`src/hdl/sst_pkg.sv`:
```
package sst_pkg;

    // Fixed field widths of the beats on both channels
    localparam int SLOT_W = 6;
    localparam int VPN_W  = 20;
    localparam int PID_W  = 8;
    localparam int PHYS_W = 12;

    typedef enum logic [2:0] {
        OP_ALLOC     = 3'd0,
        OP_SEARCH    = 3'd1,
        OP_FREE_SLOT = 3'd2,
        OP_FREE_PID  = 3'd3,
        OP_WRITE     = 3'd4,
        OP_READ      = 3'd5
    } op_t;

    typedef struct packed {
        logic [2:0]        op;
        logic [SLOT_W-1:0] slot;
        logic [VPN_W-1:0]  vpn;
        logic [PID_W-1:0]  pid;
        logic [PHYS_W-1:0] phys_page;
        logic              valid_in;
        logic              dirty_in;
        logic              use_in;
        logic              read_only_in;
    } req_t;

    typedef struct packed {
        logic              found;
        logic [SLOT_W-1:0] slot_out;
        logic [VPN_W-1:0]  vpn_out;
        logic [PID_W-1:0]  pid_out;
        logic [PHYS_W-1:0] phys_page_out;
        logic              valid_out;
        logic              dirty_out;
        logic              use_out;
        logic              read_only_out;
    } rsp_t;

    typedef enum logic [2:0] {
        ST_CLEAR,
        ST_IDLE,
        ST_EXEC,
        ST_SCAN,
        ST_RDATA,
        ST_RESULT
    } state_t;

    typedef struct packed {
        logic clear_step;
        logic load_req;
        logic scan_init;
        logic exec;
        logic scan_step;
        logic rd_capture;
        logic out_load;
    } dp_cmd_t;

    typedef struct packed {
        logic [2:0] op;
        logic       clear_last;
        logic       scan_done;
    } dp_sts_t;

endpackage

```
`src/hdl/swap_slot_table.sv`:
```
// Swap slot table: SLOTS entries (virtual page, process id, physical page and
// valid, dirty, use and read-only marks) with an allocation bitmap, driven by
// one command beat on the s_ channel and answered by exactly one result beat
// on the m_ channel. After reset the block runs a clearing pass over every
// slot of both memories with s_ready low. One command is handled at a time:
// write, free slot and the unused codes go from execute to result, read
// adds a read data step, and the scanning commands walk the slots one per
// cycle through the single read port of the entry and bitmap memories;
// allocate and search stop at the first slot that answers, free process
// walks every slot. A new command is accepted while the previous result
// beat still waits on m_.
module swap_slot_table #(
    parameter int SLOTS    = 64,
    parameter int VPN_BITS = 20,
    parameter int PID_BITS = 8
) (
    input  logic          aclk,
    input  logic          aresetn,

    input  logic          s_valid,
    output logic          s_ready,
    input  sst_pkg::req_t s_payload,

    output logic          m_valid,
    input  logic          m_ready,
    output sst_pkg::rsp_t m_payload
);

    sst_pkg::dp_cmd_t cmd;
    sst_pkg::dp_sts_t sts;

    // Sequence the command: clear pass, accept, execute or scan, hand off beat
    sst_ctrl u_ctrl (
        .aclk    (aclk),
        .aresetn (aresetn),
        .s_valid (s_valid),
        .s_ready (s_ready),
        .m_valid (m_valid),
        .m_ready (m_ready),
        .cmd     (cmd),
        .sts     (sts)
    );

    // Hold the memories, scan pointer and result registers
    sst_dp #(
        .SLOTS    (SLOTS),
        .VPN_BITS (VPN_BITS),
        .PID_BITS (PID_BITS)
    ) u_dp (
        .aclk      (aclk),
        .aresetn   (aresetn),
        .cmd       (cmd),
        .sts       (sts),
        .s_payload (s_payload),
        .m_payload (m_payload)
    );

endmodule

```
`src/hdl/sst_ram.sv`:
```
module sst_ram #(
    parameter int WIDTH = 8,
    parameter int DEPTH = 64
) (
    input  logic                     aclk,
    input  logic                     we,
    input  logic [$clog2(DEPTH)-1:0] waddr,
    input  logic [WIDTH-1:0]         wdata,
    input  logic [$clog2(DEPTH)-1:0] raddr,
    output logic [WIDTH-1:0]         rdata
);

    logic [WIDTH-1:0] mem [DEPTH];

    always_ff @(posedge aclk) begin
        if (we) begin
            mem[waddr] <= wdata;
        end
        rdata <= mem[raddr];
    end

endmodule

```
`src/hdl/sst_ctrl.sv`:
```
module sst_ctrl (
    input  logic             aclk,
    input  logic             aresetn,
    input  logic             s_valid,
    output logic             s_ready,
    output logic             m_valid,
    input  logic             m_ready,
    output sst_pkg::dp_cmd_t cmd,
    input  sst_pkg::dp_sts_t sts
);

    sst_pkg::state_t state_reg, state_next;
    logic            m_valid_reg, m_valid_next;

    always_ff @(posedge aclk) begin
        if (!aresetn) begin
            state_reg   <= sst_pkg::ST_CLEAR;
            m_valid_reg <= 1'b0;
        end else begin
            state_reg   <= state_next;
            m_valid_reg <= m_valid_next;
        end
    end

    always_comb begin
        state_next = state_reg;
        unique case (state_reg)
            sst_pkg::ST_CLEAR: begin
                if (sts.clear_last) begin
                    state_next = sst_pkg::ST_IDLE;
                end
            end
            sst_pkg::ST_IDLE: begin
                if (s_valid) begin
                    state_next = sst_pkg::ST_EXEC;
                end
            end
            sst_pkg::ST_EXEC: begin
                unique case (sts.op) inside
                    sst_pkg::OP_ALLOC, sst_pkg::OP_SEARCH, sst_pkg::OP_FREE_PID: begin
                        state_next = sst_pkg::ST_SCAN;
                    end
                    sst_pkg::OP_READ: begin
                        state_next = sst_pkg::ST_RDATA;
                    end
                    default: begin
                        state_next = sst_pkg::ST_RESULT;
                    end
                endcase
            end
            sst_pkg::ST_SCAN: begin
                if (sts.scan_done) begin
                    state_next = sst_pkg::ST_RESULT;
                end
            end
            sst_pkg::ST_RDATA: begin
                state_next = sst_pkg::ST_RESULT;
            end
            sst_pkg::ST_RESULT: begin
                if (!m_valid_reg || m_ready) begin
                    state_next = sst_pkg::ST_IDLE;
                end
            end
            default: begin
                state_next = sst_pkg::ST_CLEAR;
            end
        endcase
    end

    always_comb begin
        cmd     = '0;
        s_ready = 1'b0;
        unique case (state_reg)
            sst_pkg::ST_CLEAR: begin
                cmd.clear_step = 1'b1;
            end
            sst_pkg::ST_IDLE: begin
                s_ready      = 1'b1;
                cmd.load_req = s_valid;
            end
            sst_pkg::ST_EXEC: begin
                unique case (sts.op) inside
                    sst_pkg::OP_ALLOC, sst_pkg::OP_SEARCH, sst_pkg::OP_FREE_PID: begin
                        cmd.scan_init = 1'b1;
                    end
                    default: begin
                        cmd.exec = 1'b1;
                    end
                endcase
            end
            sst_pkg::ST_SCAN: begin
                cmd.scan_step = 1'b1;
            end
            sst_pkg::ST_RDATA: begin
                cmd.rd_capture = 1'b1;
            end
            sst_pkg::ST_RESULT: begin
                cmd.out_load = !m_valid_reg || m_ready;
            end
            default: begin
                cmd = '0;
            end
        endcase
    end

    // Hold the beat until taken; a fresh load overrides the drain
    always_comb begin
        m_valid_next = m_valid_reg;
        if (cmd.out_load) begin
            m_valid_next = 1'b1;
        end else if (m_ready) begin
            m_valid_next = 1'b0;
        end
    end

    assign m_valid = m_valid_reg;

endmodule

```
`src/hdl/sst_dp.sv`:
```
module sst_dp #(
    parameter int SLOTS    = 64,
    parameter int VPN_BITS = 20,
    parameter int PID_BITS = 8
) (
    input  logic             aclk,
    input  logic             aresetn,
    input  sst_pkg::dp_cmd_t cmd,
    output sst_pkg::dp_sts_t sts,
    input  sst_pkg::req_t    s_payload,
    output sst_pkg::rsp_t    m_payload
);

    localparam int AW = $clog2(SLOTS);
    localparam int CW = $clog2(SLOTS + 1);
    localparam int SW = ((AW > sst_pkg::SLOT_W) ? AW : sst_pkg::SLOT_W) + 1;

    typedef struct packed {
        logic [VPN_BITS-1:0]        vpn;
        logic [PID_BITS-1:0]        pid;
        logic [sst_pkg::PHYS_W-1:0] phys;
        logic                       mark_valid;
        logic                       mark_dirty;
        logic                       mark_use;
        logic                       mark_ro;
    } entry_t;

    localparam int EW = $bits(entry_t);

    sst_pkg::req_t req_reg;
    sst_pkg::rsp_t res_reg, res_next;
    sst_pkg::rsp_t out_reg;

    logic [CW-1:0] idx_reg, idx_next;
    logic [AW-1:0] pidx_reg, pidx_next;
    logic          pend_reg, pend_next;

    logic [SW-1:0] slot_w;
    logic          in_range;
    logic [AW-1:0] slot_addr;
    logic          scan_end_idx;

    logic          ent_we, map_we;
    logic [AW-1:0] ent_waddr, map_waddr, raddr;
    entry_t        ent_wdata, ent_rdata;
    logic          map_wdata, map_rdata;

    logic          vpn_eq, pid_eq, hit, at_end;
    logic [2:0]    op;

    assign op        = req_reg.op;
    assign slot_w    = SW'(req_reg.slot);
    assign in_range  = slot_w < SW'(SLOTS);
    assign slot_addr = slot_w[AW-1:0];

    assign scan_end_idx = idx_reg == CW'(SLOTS);

    assign raddr = cmd.scan_step ? idx_reg[AW-1:0] : slot_addr;

    assign vpn_eq = ent_rdata.vpn == VPN_BITS'(req_reg.vpn);
    assign pid_eq = ent_rdata.pid == PID_BITS'(req_reg.pid);

    assign hit = pend_reg &&
                 (((op == sst_pkg::OP_ALLOC) && !map_rdata) ||
                  ((op == sst_pkg::OP_SEARCH) && map_rdata && vpn_eq && pid_eq));
    assign at_end = scan_end_idx && !pend_reg;

    assign sts.op         = op;
    assign sts.clear_last = idx_reg == CW'(SLOTS - 1);
    assign sts.scan_done  = hit || at_end;

    always_comb begin
        ent_wdata            = '0;
        ent_wdata.vpn        = VPN_BITS'(req_reg.vpn);
        ent_wdata.pid        = PID_BITS'(req_reg.pid);
        ent_wdata.phys       = req_reg.phys_page;
        ent_wdata.mark_valid = req_reg.valid_in;
        ent_wdata.mark_dirty = req_reg.dirty_in;
        ent_wdata.mark_use   = req_reg.use_in;
        ent_wdata.mark_ro    = req_reg.read_only_in;
        ent_waddr            = slot_addr;
        ent_we               = cmd.exec && (op == sst_pkg::OP_WRITE) && in_range;
        if (cmd.clear_step) begin
            ent_wdata = '0;
            ent_waddr = idx_reg[AW-1:0];
            ent_we    = 1'b1;
        end
    end

    always_comb begin
        map_we    = 1'b0;
        map_waddr = pidx_reg;
        map_wdata = op == sst_pkg::OP_ALLOC;
        if (cmd.clear_step) begin
            map_we    = 1'b1;
            map_waddr = idx_reg[AW-1:0];
            map_wdata = 1'b0;
        end else if (cmd.exec) begin
            map_we    = (op == sst_pkg::OP_FREE_SLOT) && in_range;
            map_waddr = slot_addr;
            map_wdata = 1'b0;
        end else if (cmd.scan_step) begin
            // Claim on an allocate hit; drop every pid match on free process
            map_we = (hit && (op == sst_pkg::OP_ALLOC)) ||
                     (pend_reg && (op == sst_pkg::OP_FREE_PID) && pid_eq);
        end
    end

    sst_ram #(
        .WIDTH (EW),
        .DEPTH (SLOTS)
    ) u_entries (
        .aclk  (aclk),
        .we    (ent_we),
        .waddr (ent_waddr),
        .wdata (ent_wdata),
        .raddr (raddr),
        .rdata (ent_rdata)
    );

    sst_ram #(
        .WIDTH (1),
        .DEPTH (SLOTS)
    ) u_alloc_map (
        .aclk  (aclk),
        .we    (map_we),
        .waddr (map_waddr),
        .wdata (map_wdata),
        .raddr (raddr),
        .rdata (map_rdata)
    );

    always_comb begin
        idx_next  = idx_reg;
        pidx_next = pidx_reg;
        pend_next = pend_reg;
        if (cmd.clear_step) begin
            idx_next = idx_reg + CW'(1);
        end else if (cmd.scan_init) begin
            idx_next  = '0;
            pend_next = 1'b0;
        end else if (cmd.scan_step) begin
            if (!scan_end_idx) begin
                idx_next  = idx_reg + CW'(1);
                pidx_next = idx_reg[AW-1:0];
                pend_next = 1'b1;
            end else begin
                pend_next = 1'b0;
            end
        end
    end

    always_comb begin
        res_next = res_reg;
        if (cmd.exec) begin
            res_next = '0;
        end else if (cmd.scan_step && sts.scan_done) begin
            res_next = '0;
            if (hit) begin
                res_next.found    = 1'b1;
                res_next.slot_out = sst_pkg::SLOT_W'(pidx_reg);
            end
        end else if (cmd.rd_capture) begin
            res_next          = '0;
            res_next.slot_out = req_reg.slot;
            if (in_range) begin
                res_next.vpn_out       = sst_pkg::VPN_W'(ent_rdata.vpn);
                res_next.pid_out       = sst_pkg::PID_W'(ent_rdata.pid);
                res_next.phys_page_out = ent_rdata.phys;
                res_next.valid_out     = ent_rdata.mark_valid;
                res_next.dirty_out     = ent_rdata.mark_dirty;
                res_next.use_out       = ent_rdata.mark_use;
                res_next.read_only_out = ent_rdata.mark_ro;
            end
        end
    end

    always_ff @(posedge aclk) begin
        if (!aresetn) begin
            idx_reg  <= '0;
            pend_reg <= 1'b0;
        end else begin
            idx_reg  <= idx_next;
            pend_reg <= pend_next;
        end
    end

    always_ff @(posedge aclk) begin
        pidx_reg <= pidx_next;
        res_reg  <= res_next;
        if (cmd.load_req) begin
            req_reg <= s_payload;
        end
        if (cmd.out_load) begin
            out_reg <= res_reg;
        end
    end

    assign m_payload = out_reg;

endmodule

```
`config.mk`:
```
export PLATFORM = sky130hd
export DESIGN_NAME = swap_slot_table
export DESIGN_NICKNAME = d
export VERILOG_FILES = /design/src/hdl/sst_pkg.sv /design/src/hdl/swap_slot_table.sv /design/src/hdl/sst_ram.sv /design/src/hdl/sst_ctrl.sv /design/src/hdl/sst_dp.sv
export SDC_FILE = /design/constraint.sdc
export NUM_CORES = 2
export LEC_CHECK = 0
export BUFFER_PORTS_ARGS = -buffer_cell sky130_fd_sc_hd__buf_2
export CORE_MARGIN = 4
export CORE_UTILIZATION = 50
export CTS_CLUSTER_DIAMETER = 100
export DETAILED_ROUTE_END_ITERATION = 7
export PLACE_DENSITY_LB_ADDON = 0.25
export SLEW_MARGIN = 40
export SYNTH_ARGS = -nofsm -noshare
export SYNTH_HDL_FRONTEND = slang
export SYNTH_SLANG_ARGS = --single-unit
```
`constraint.sdc`:
```
create_clock -name aclk -period 4.05 [get_ports aclk]
set_clock_uncertainty 0.2 [all_clocks]
set_input_delay 0.405 -clock aclk [delete_from_list [all_inputs] [get_ports aclk]]
set_output_delay 0.405 -clock aclk [all_outputs]
set_load 0.005 [all_outputs]
```
; ---- After elaboration in Yosys (flattened, before gate mapping)
; Memories as Yosys holds them, arrays and structs flattened. A register that Yosys moved wholly into a read port is not among the register bits.
; Cells that the tools add are included.
[totals]
regBits = 173
ram_bits = 2880
in_bits = 57
out_inout_bits = 53
elab_cells = 133
mem_count = 2
[mem_list]
columns = name, words, width, rd, rd_ports_with_merged_regs, write_ports, line
row1 = u_dp.u_entries.mem, 64, 44, 1, 1, 1, sst_ram.sv:13  ; logic [WIDTH-1:0] mem [DEPTH];
row2 = u_dp.u_alloc_map.mem, 64, 1, 1, 1, 1, sst_ram.sv:13
[op_classes]
addsub = 1
order_cmp = 1
eq_ne = 19
mux = 43
bitwise_logic = 3
n_reduce_logical = 32
[ops]
columns = op, count
row1 = $mux 51, 2
row2 = $mux 44, 2
row3 = $mux 7, 5
row4 = $mux 6, 4
row5 = $mux 1, 23
row6 = $eq 20x20->1, 1
row7 = $pmux 3 s6, 1
row8 = $logic_and 1x1->1, 13
row9 = $eq 3x2->1 const B, 4
row10 = $eq 3x3->1 const B, 4
row11 = $mux 3, 4
row12 = $eq 8x8->1, 1
row13 = $reduce_and 4->1, 2
row14 = $add 7x1->7 const B, 1
row15 = $eq 7x6->1 const B, 1
row16 = $eq 7x7->1 const B, 1
row17 = $lt 6x7->1 const B, 1
row18 = $eq 3x1->1 const B, 2
row19 = $logic_not 3->1, 2
row20 = $pmux 3 s2, 1
row21 = $reduce_bool 2->1, 3
row22 = $logic_or 1x1->1, 4
row23 = $ne 2x1->1 const B, 2
row24 = $ne 2x2->1 const B, 2
row25 = 8 further kinds, 13

; ---- Depth between registers and ports, before layout
[logic_depth]
word_depth = 13
mapped_depth = 14
mapped_depth_nobuf = 8

; ---- By module
; From an unflattened synthesis, not the netlist that was laid out.
[unflattened]
cells_unflattened = 5328
area_unflattened_um2 = 117432.6
[modules_own_cells]
columns = module, instances, cells_per_inst, area_per_inst_um2, seq_area_each_um2
row1 = sst_ram at u_dp.u_entries, 1, 4547, 107337.9, 85441.9
row2 = sst_dp, 1, 529, 6812.8, 4484.3
row3 = sst_ram at u_dp.u_alloc_map, 1, 204, 2914.0, 1941.9
row4 = sst_ctrl, 1, 48, 367.9, 80.1

; ---- Worst setup path after synthesis
; Ideal clock, no wire load.
[synth_timing]
kind = reg-to-reg
start = reg u_ctrl.state_reg[2]
end = mem u_dp.u_entries.mem[36][0] (netlist bit), enable pin
setup_time_ps = 445
arrival_time_ps = 3570
required_time_ps = 3405
slack_ps = -166
path_stages_with_launch = 8
path_buffers = 2
period_less_slack_ps = 4216
path_cell_list = dfxtp_1 buf_4 nor3_1 nand2_1 and2_1 clkbuf_1 or2_2 nor2_1
[synth_between]
elab_chain_len = 7
elab_cells_between_ends = 10
classes_between = eq/ne (1) / mux (6) / reduce/logical (3)
[synth_lines]
columns = item, line
row1 = "start, declared", sst_ctrl.sv:12  ; sst_pkg::state_t state_reg, state_next;
row2 = "start signal, assigned", sst_ctrl.sv:17  ; state_reg <= sst_pkg::ST_CLEAR;
row3 = "start signal, assigned", sst_ctrl.sv:20  ; state_reg <= state_next;
row4 = $eq 3x2->1, sst_ctrl.sv:73  ; unique case (state_reg)
row5 = $mux 2, sst_ctrl.sv:73
row6 = $logic_and 1x1->1 (2 in a row), sst_dp.sv:82  ; ent_we = cmd.exec && (op == sst_pkg::OP_WRITE) && in_range;
row7 = $mux 1, sst_dp.sv:83  ; if (cmd.clear_step) begin
row8 = $mux 1, sst_ram.sv:16  ; if (we) begin
row9 = $mux 1 (implied by the code), sst_ram.sv:17  ; mem[waddr] <= wdata;
row10 = "end, declared", sst_ram.sv:13
; Parallel ways exist; a longest one is shown, timed or not.

; ---- Final worst setup path
[layout_timing]
start = reg u_ctrl.state_reg[2]
end = reg u_dp.u_entries.rdata[26] (read register of u_dp.u_entries.mem)
[layout_between]
elab_chain_len = 3
[layout_lines]
columns = item, line
row1 = $eq 3x2->1, sst_ctrl.sv:73
row2 = $mux 1, sst_ctrl.sv:73
row3 = $mux 6, sst_dp.sv:58  ; assign raddr = cmd.scan_step ? idx_reg[AW-1:0] : slot_addr;
row4 = "end, declared", sst_ram.sv:10  ; output logic [WIDTH-1:0] rdata
; No other way between the ends.
; A chain may end at the register's enable or synchronous reset.

==> results <==
- The register with the most flip-flops in the layout has 2816 of them.
- Of all flip-flops after synthesis, the portion carrying an async set or reset was 0.
- The area added between synthesis and finish is 15.9%.
- The final layout contains 7903 nets.
- After filler insertion, the fill cell instance count of the layout stands at 17200.
- The transition time at the pin with the least slew margin is 926 ps.
- The peak supply drop is 0.000464 V.
- The switching share of power is 0.193.
- The area taken by multi-input logic gates is 25400 um2.
- The tree is rooted in a sky130_fd_sc_hd__clkbuf_16.
- Summing over every cut layer, the via total after detailed routing is 73200.
- The number of cells on the worst reg-to-reg path is 8.
- The worst relative slew slack is 0.381.
- TritonCTS built the clock tree.
- The number of enable flip-flop cells after synthesis is 2990.
- The H-tree depth is 5.
- The area inside the core boundary is 236000 um2.
- The first global-routing pass estimated 533 mm of wire.
- The insertion delay to the later sink of the worst-skew pair is 970 ps.
- The total congestion overflow after global routing is 0.
- Synthesis produced a netlist whose cell count is 7311.
- The number of DRC violations after detailed-routing iteration 0 is 11700.
- The switching power summed over all nets is 0.0123 W.
- Counting distinct cell types in the post-synthesis netlist gives 70.
- Timing would allow up to 265 MHz.
- The count of input and output buffers is 109.
- TritonCTS created 327 clock buffers.
- In the final layout, the share of cells above drive strength 1 is 0.172.
- The clock input transition at the sequential cells of the worst setup and hold paths is 60 ps.
- The post-CTS setup-driven buffer insertion count is 0.
- The initial antenna violation count is 23.
- The type of element launching the critical path is a flip-flop.
- The worst path meets setup with 270 ps of slack.
- The cell leakage power is 47.9 nW.
- The worst register-to-register path ends at u_dp.u_entries.rdata[26]$_DFF_P_.
- The tightest min-delay check is of the in2reg type.
- The total global-route track usage is 0.310.
- The maximum clock path buffer count is 4.
- In the finished design, the share of the clock period the worst path needs comes to 0.933.
- In this run the horizontal extent of the chip is 496 um.
- The predominant post-synthesis flop cell is sky130_fd_sc_hd__edfxtp_1.
- The floorplan die area is 246000 um2.
- The required time of the worst setup path is 4650 ps.
- After detailed placement, the design holds a cell count of 10600.
- By startpoint and endpoint, the worst setup path is classified as reg2reg.
- In the routed design, unresolved DRC markers number 2.
- Yosys attributes the largest share of cell area to sky130_fd_sc_hd__edfxtp_1, sky130_fd_sc_hd__mux4_2, sky130_fd_sc_hd__nand2_1.
- Yosys instantiated no cell more often than sky130_fd_sc_hd__edfxtp_1.
- The final reports fail on DRC.
- A synthesized cell averages 16.3 um2.
- The total number of placement rows is 178.
- The count of nets left with antenna violations once routing finished came out at 0.
- The origin of the worst setup path is u_ctrl.state_reg[2]$_SDFFE_PN0P_.
- The top cell type's share of synthesized area is 0.755.
- Setup repair after global routing left no endpoint under its margin.
- The highest fanout seen on the critical path is 12.
- The run finished, with violations left.
- Summed over all layers, the routed wires come to 385 mm.
- The via count normalized by instance count is 6.51.
- The number of failing setup endpoints in the final timing report is 0.
- During synthesis, Yosys emitted a total of 0 warnings.
- The final RePlAce weighted congestion is 0.893.
- The setup slack after placement is 374 ps.
- The routed length per instance is 34.3 um.
- The count of placed standard cells in the final layout, fillers left out is 11200.
- The largest registers in the layout are u_dp.u_entries.mem x2816, u_dp.u_alloc_map.mem x64.
- The length of the first detailed-routing pass in iterations is 8.
- The number of max-cap violations is 0.
- Entering global routing, the biggest net connects 93 pins.
- The biggest area contributor in the post-synthesis netlist is sky130_fd_sc_hd__edfxtp_1.
- Pin placement for this block handled 110 I/O pins.
- Counting flops per register, the top entry is u_dp.u_entries.mem.
- Across all register-to-register paths, the minimum setup slack is 270 ps.
- The count of endpoints failing hold in the final timing report was 0.
- For the final routed database, the setup TNS stands at 0 ps.
- The beginning of the worst register-to-register path is u_ctrl.state_reg[2]$_SDFFE_PN0P_.
- The number of global-route vias before repair is 69000.
- The post-synthesis register bit count is 3098.
- The post-route minimum period is 3780 ps.
- The initial core utilization is 0.504.
- Summing every instance area after synthesis gives 119000 um2.
- Summed over all nets, the half-perimeter wirelength after detailed placement is 221 mm.
- The kind of capture point of the worst setup path is a flip-flop.
- For this run, the register share of the synthesized area comes to 0.773.
- For this design the ratio of total power to cell area is 464 nW/um2.
- The sequential fraction of design power is 0.544.
- The critical path data arrival time is 4380 ps.
- Hold timing on the final database bottoms out at a slack of 48.0 ps.
- Measured along the y axis, the die boundary spans 496 um.
- Counting instances in the post-synthesis netlist gives the leading cell types as sky130_fd_sc_hd__edfxtp_1, sky130_fd_sc_hd__nand2_1, sky130_fd_sc_hd__nand3_1.
- The capturing instance or port of the critical path is u_dp.u_entries.rdata[26]$_DFF_P_.
- The final number of max-transition violations is 0.
- The completed layout was analyzed and its total power is 0.0640 W.
- Of the total power, the clock network draws 0.449.
- Cell internal power was estimated by the tool at 0.0516 W.
- Clock tree synthesis found a total of 3098 sinks.
- The net count after synthesis is 7370.
- The share of total power dissipated in combinational logic is 0.007.
- The register area is 91900 um2.
[how the worst min path moves through the flow]
stage | depth (start not counted) | startpoint | slack (ps) | endpoint
2_1_floorplan | 0 | u_dp.res_reg[50]$_SDFFE_PP0P_ | 200 | u_dp.m_payload[50]$_DFFE_PP_
3_3_place_gp | 0 | u_dp.res_reg[24]$_SDFFE_PP0N_ | 210 | u_dp.m_payload[24]$_DFFE_PP_
3_5_place_dp | 0 | u_dp.res_reg[29]$_SDFFE_PP0N_ | 220 | u_dp.m_payload[29]$_DFFE_PP_
4_1_cts | 2 | s_payload[3] | 10 | u_dp.req_reg[3]$_DFFE_PP_
5_1_grt | 2 | s_payload[3] | 20 | u_dp.req_reg[3]$_DFFE_PP_
6_report | 2 | s_payload[3] | 50 | u_dp.req_reg[3]$_DFFE_PP_
[placed cells by master, fill, tap and decap left out, drive strengths merged, types with 128 or more instances in the layout]
cell / n
edfxtp: 2990
nand4: 144
nor2: 128
buf: 514
mux2i: 207
mux4: 284
nand2: 1611
nand3: 533
a31oi: 195
clkbuf: 439
[area by class of cell]
class	instances	share of cell area
multi-input cells	3786	0.184
well taps	3150	0.0286
clock buffers	439	0.0652
inverters	9	0.000245
repair buffers	622	0.0460
diodes	10	0.000182
clock inverters	128	0.00827
flip-flops and latches	3098	0.667
[critical path, cell delays in order, from the launching register on]
cell,delay (ps)
sky130_fd_sc_hd__dfxtp_1,300
sky130_fd_sc_hd__nand3b_2,390
sky130_fd_sc_hd__buf_4,290
sky130_fd_sc_hd__mux2i_4,400
sky130_fd_sc_hd__or2_2,680
sky130_fd_sc_hd__nor2_4,230
sky130_fd_sc_hd__buf_4,310
sky130_fd_sc_hd__a221oi_1,630
sky130_fd_sc_hd__nand4_1,150
[power by group through the flow]
stage	Sequential, W	Combinational, W	Clock, W
global route	0.0348	0.000460	0.0303
detailed placement	0.0355	0.000351	0
global placement	0.0355	0.000345	0
floorplan	0.0355	0.000135	0
finish	0.0348	0.000447	0.0287
CTS	0.0348	0.000432	0.0289
[cells by family (layout without fill, tap and decap cells)]
| group | count (synthesis) | after routing | synth area share |
|---|---|---|---|
| adder cells (fa/ha/maj) | 2 | 2 | 0.000210 |
| other | 0 | 10 | 0 |
| AO/OA/AOI/OAI | 586 | 586 | 0.0346 |
| buffers and inverters | 427 | 1198 | 0.0193 |
| AND/OR/NAND/NOR | 2671 | 2671 | 0.0984 |
| flip-flops | 3098 | 3098 | 0.773 |
| multiplexers | 493 | 493 | 0.0716 |
| XOR/XNOR | 34 | 34 | 0.00250 |
[per-layer routing]
metal | track usage | vias to the layer above | share of wire
met3 | 0.0883 | 1009 | 0.14
met4 | 0.142 | 8 | 0.054
met5 | 0 | - | 0.00078
met2 | 0.468 | 5648 | 0.45
li1 | - | 29300 | -
met1 | 0.422 | 37200 | 0.36
[per-stage QoR]
| step | cell area (um2) | util |
|---|---|---|
| global placement | 127000 | 0.537 |
| finish | 138000 | 0.584 |
| CTS | 138000 | 0.584 |
| global route | 138000 | 0.584 |
| detailed placement | 127000 | 0.537 |
| floorplan | 119000 | - |
[what timing repair did]
action                                 in CTS  in global routing
resized for setup                           0                  0
hold buffers                              108                  0
endpoints found under the hold margin      82                  0
(Power assumes the default switching activity.)
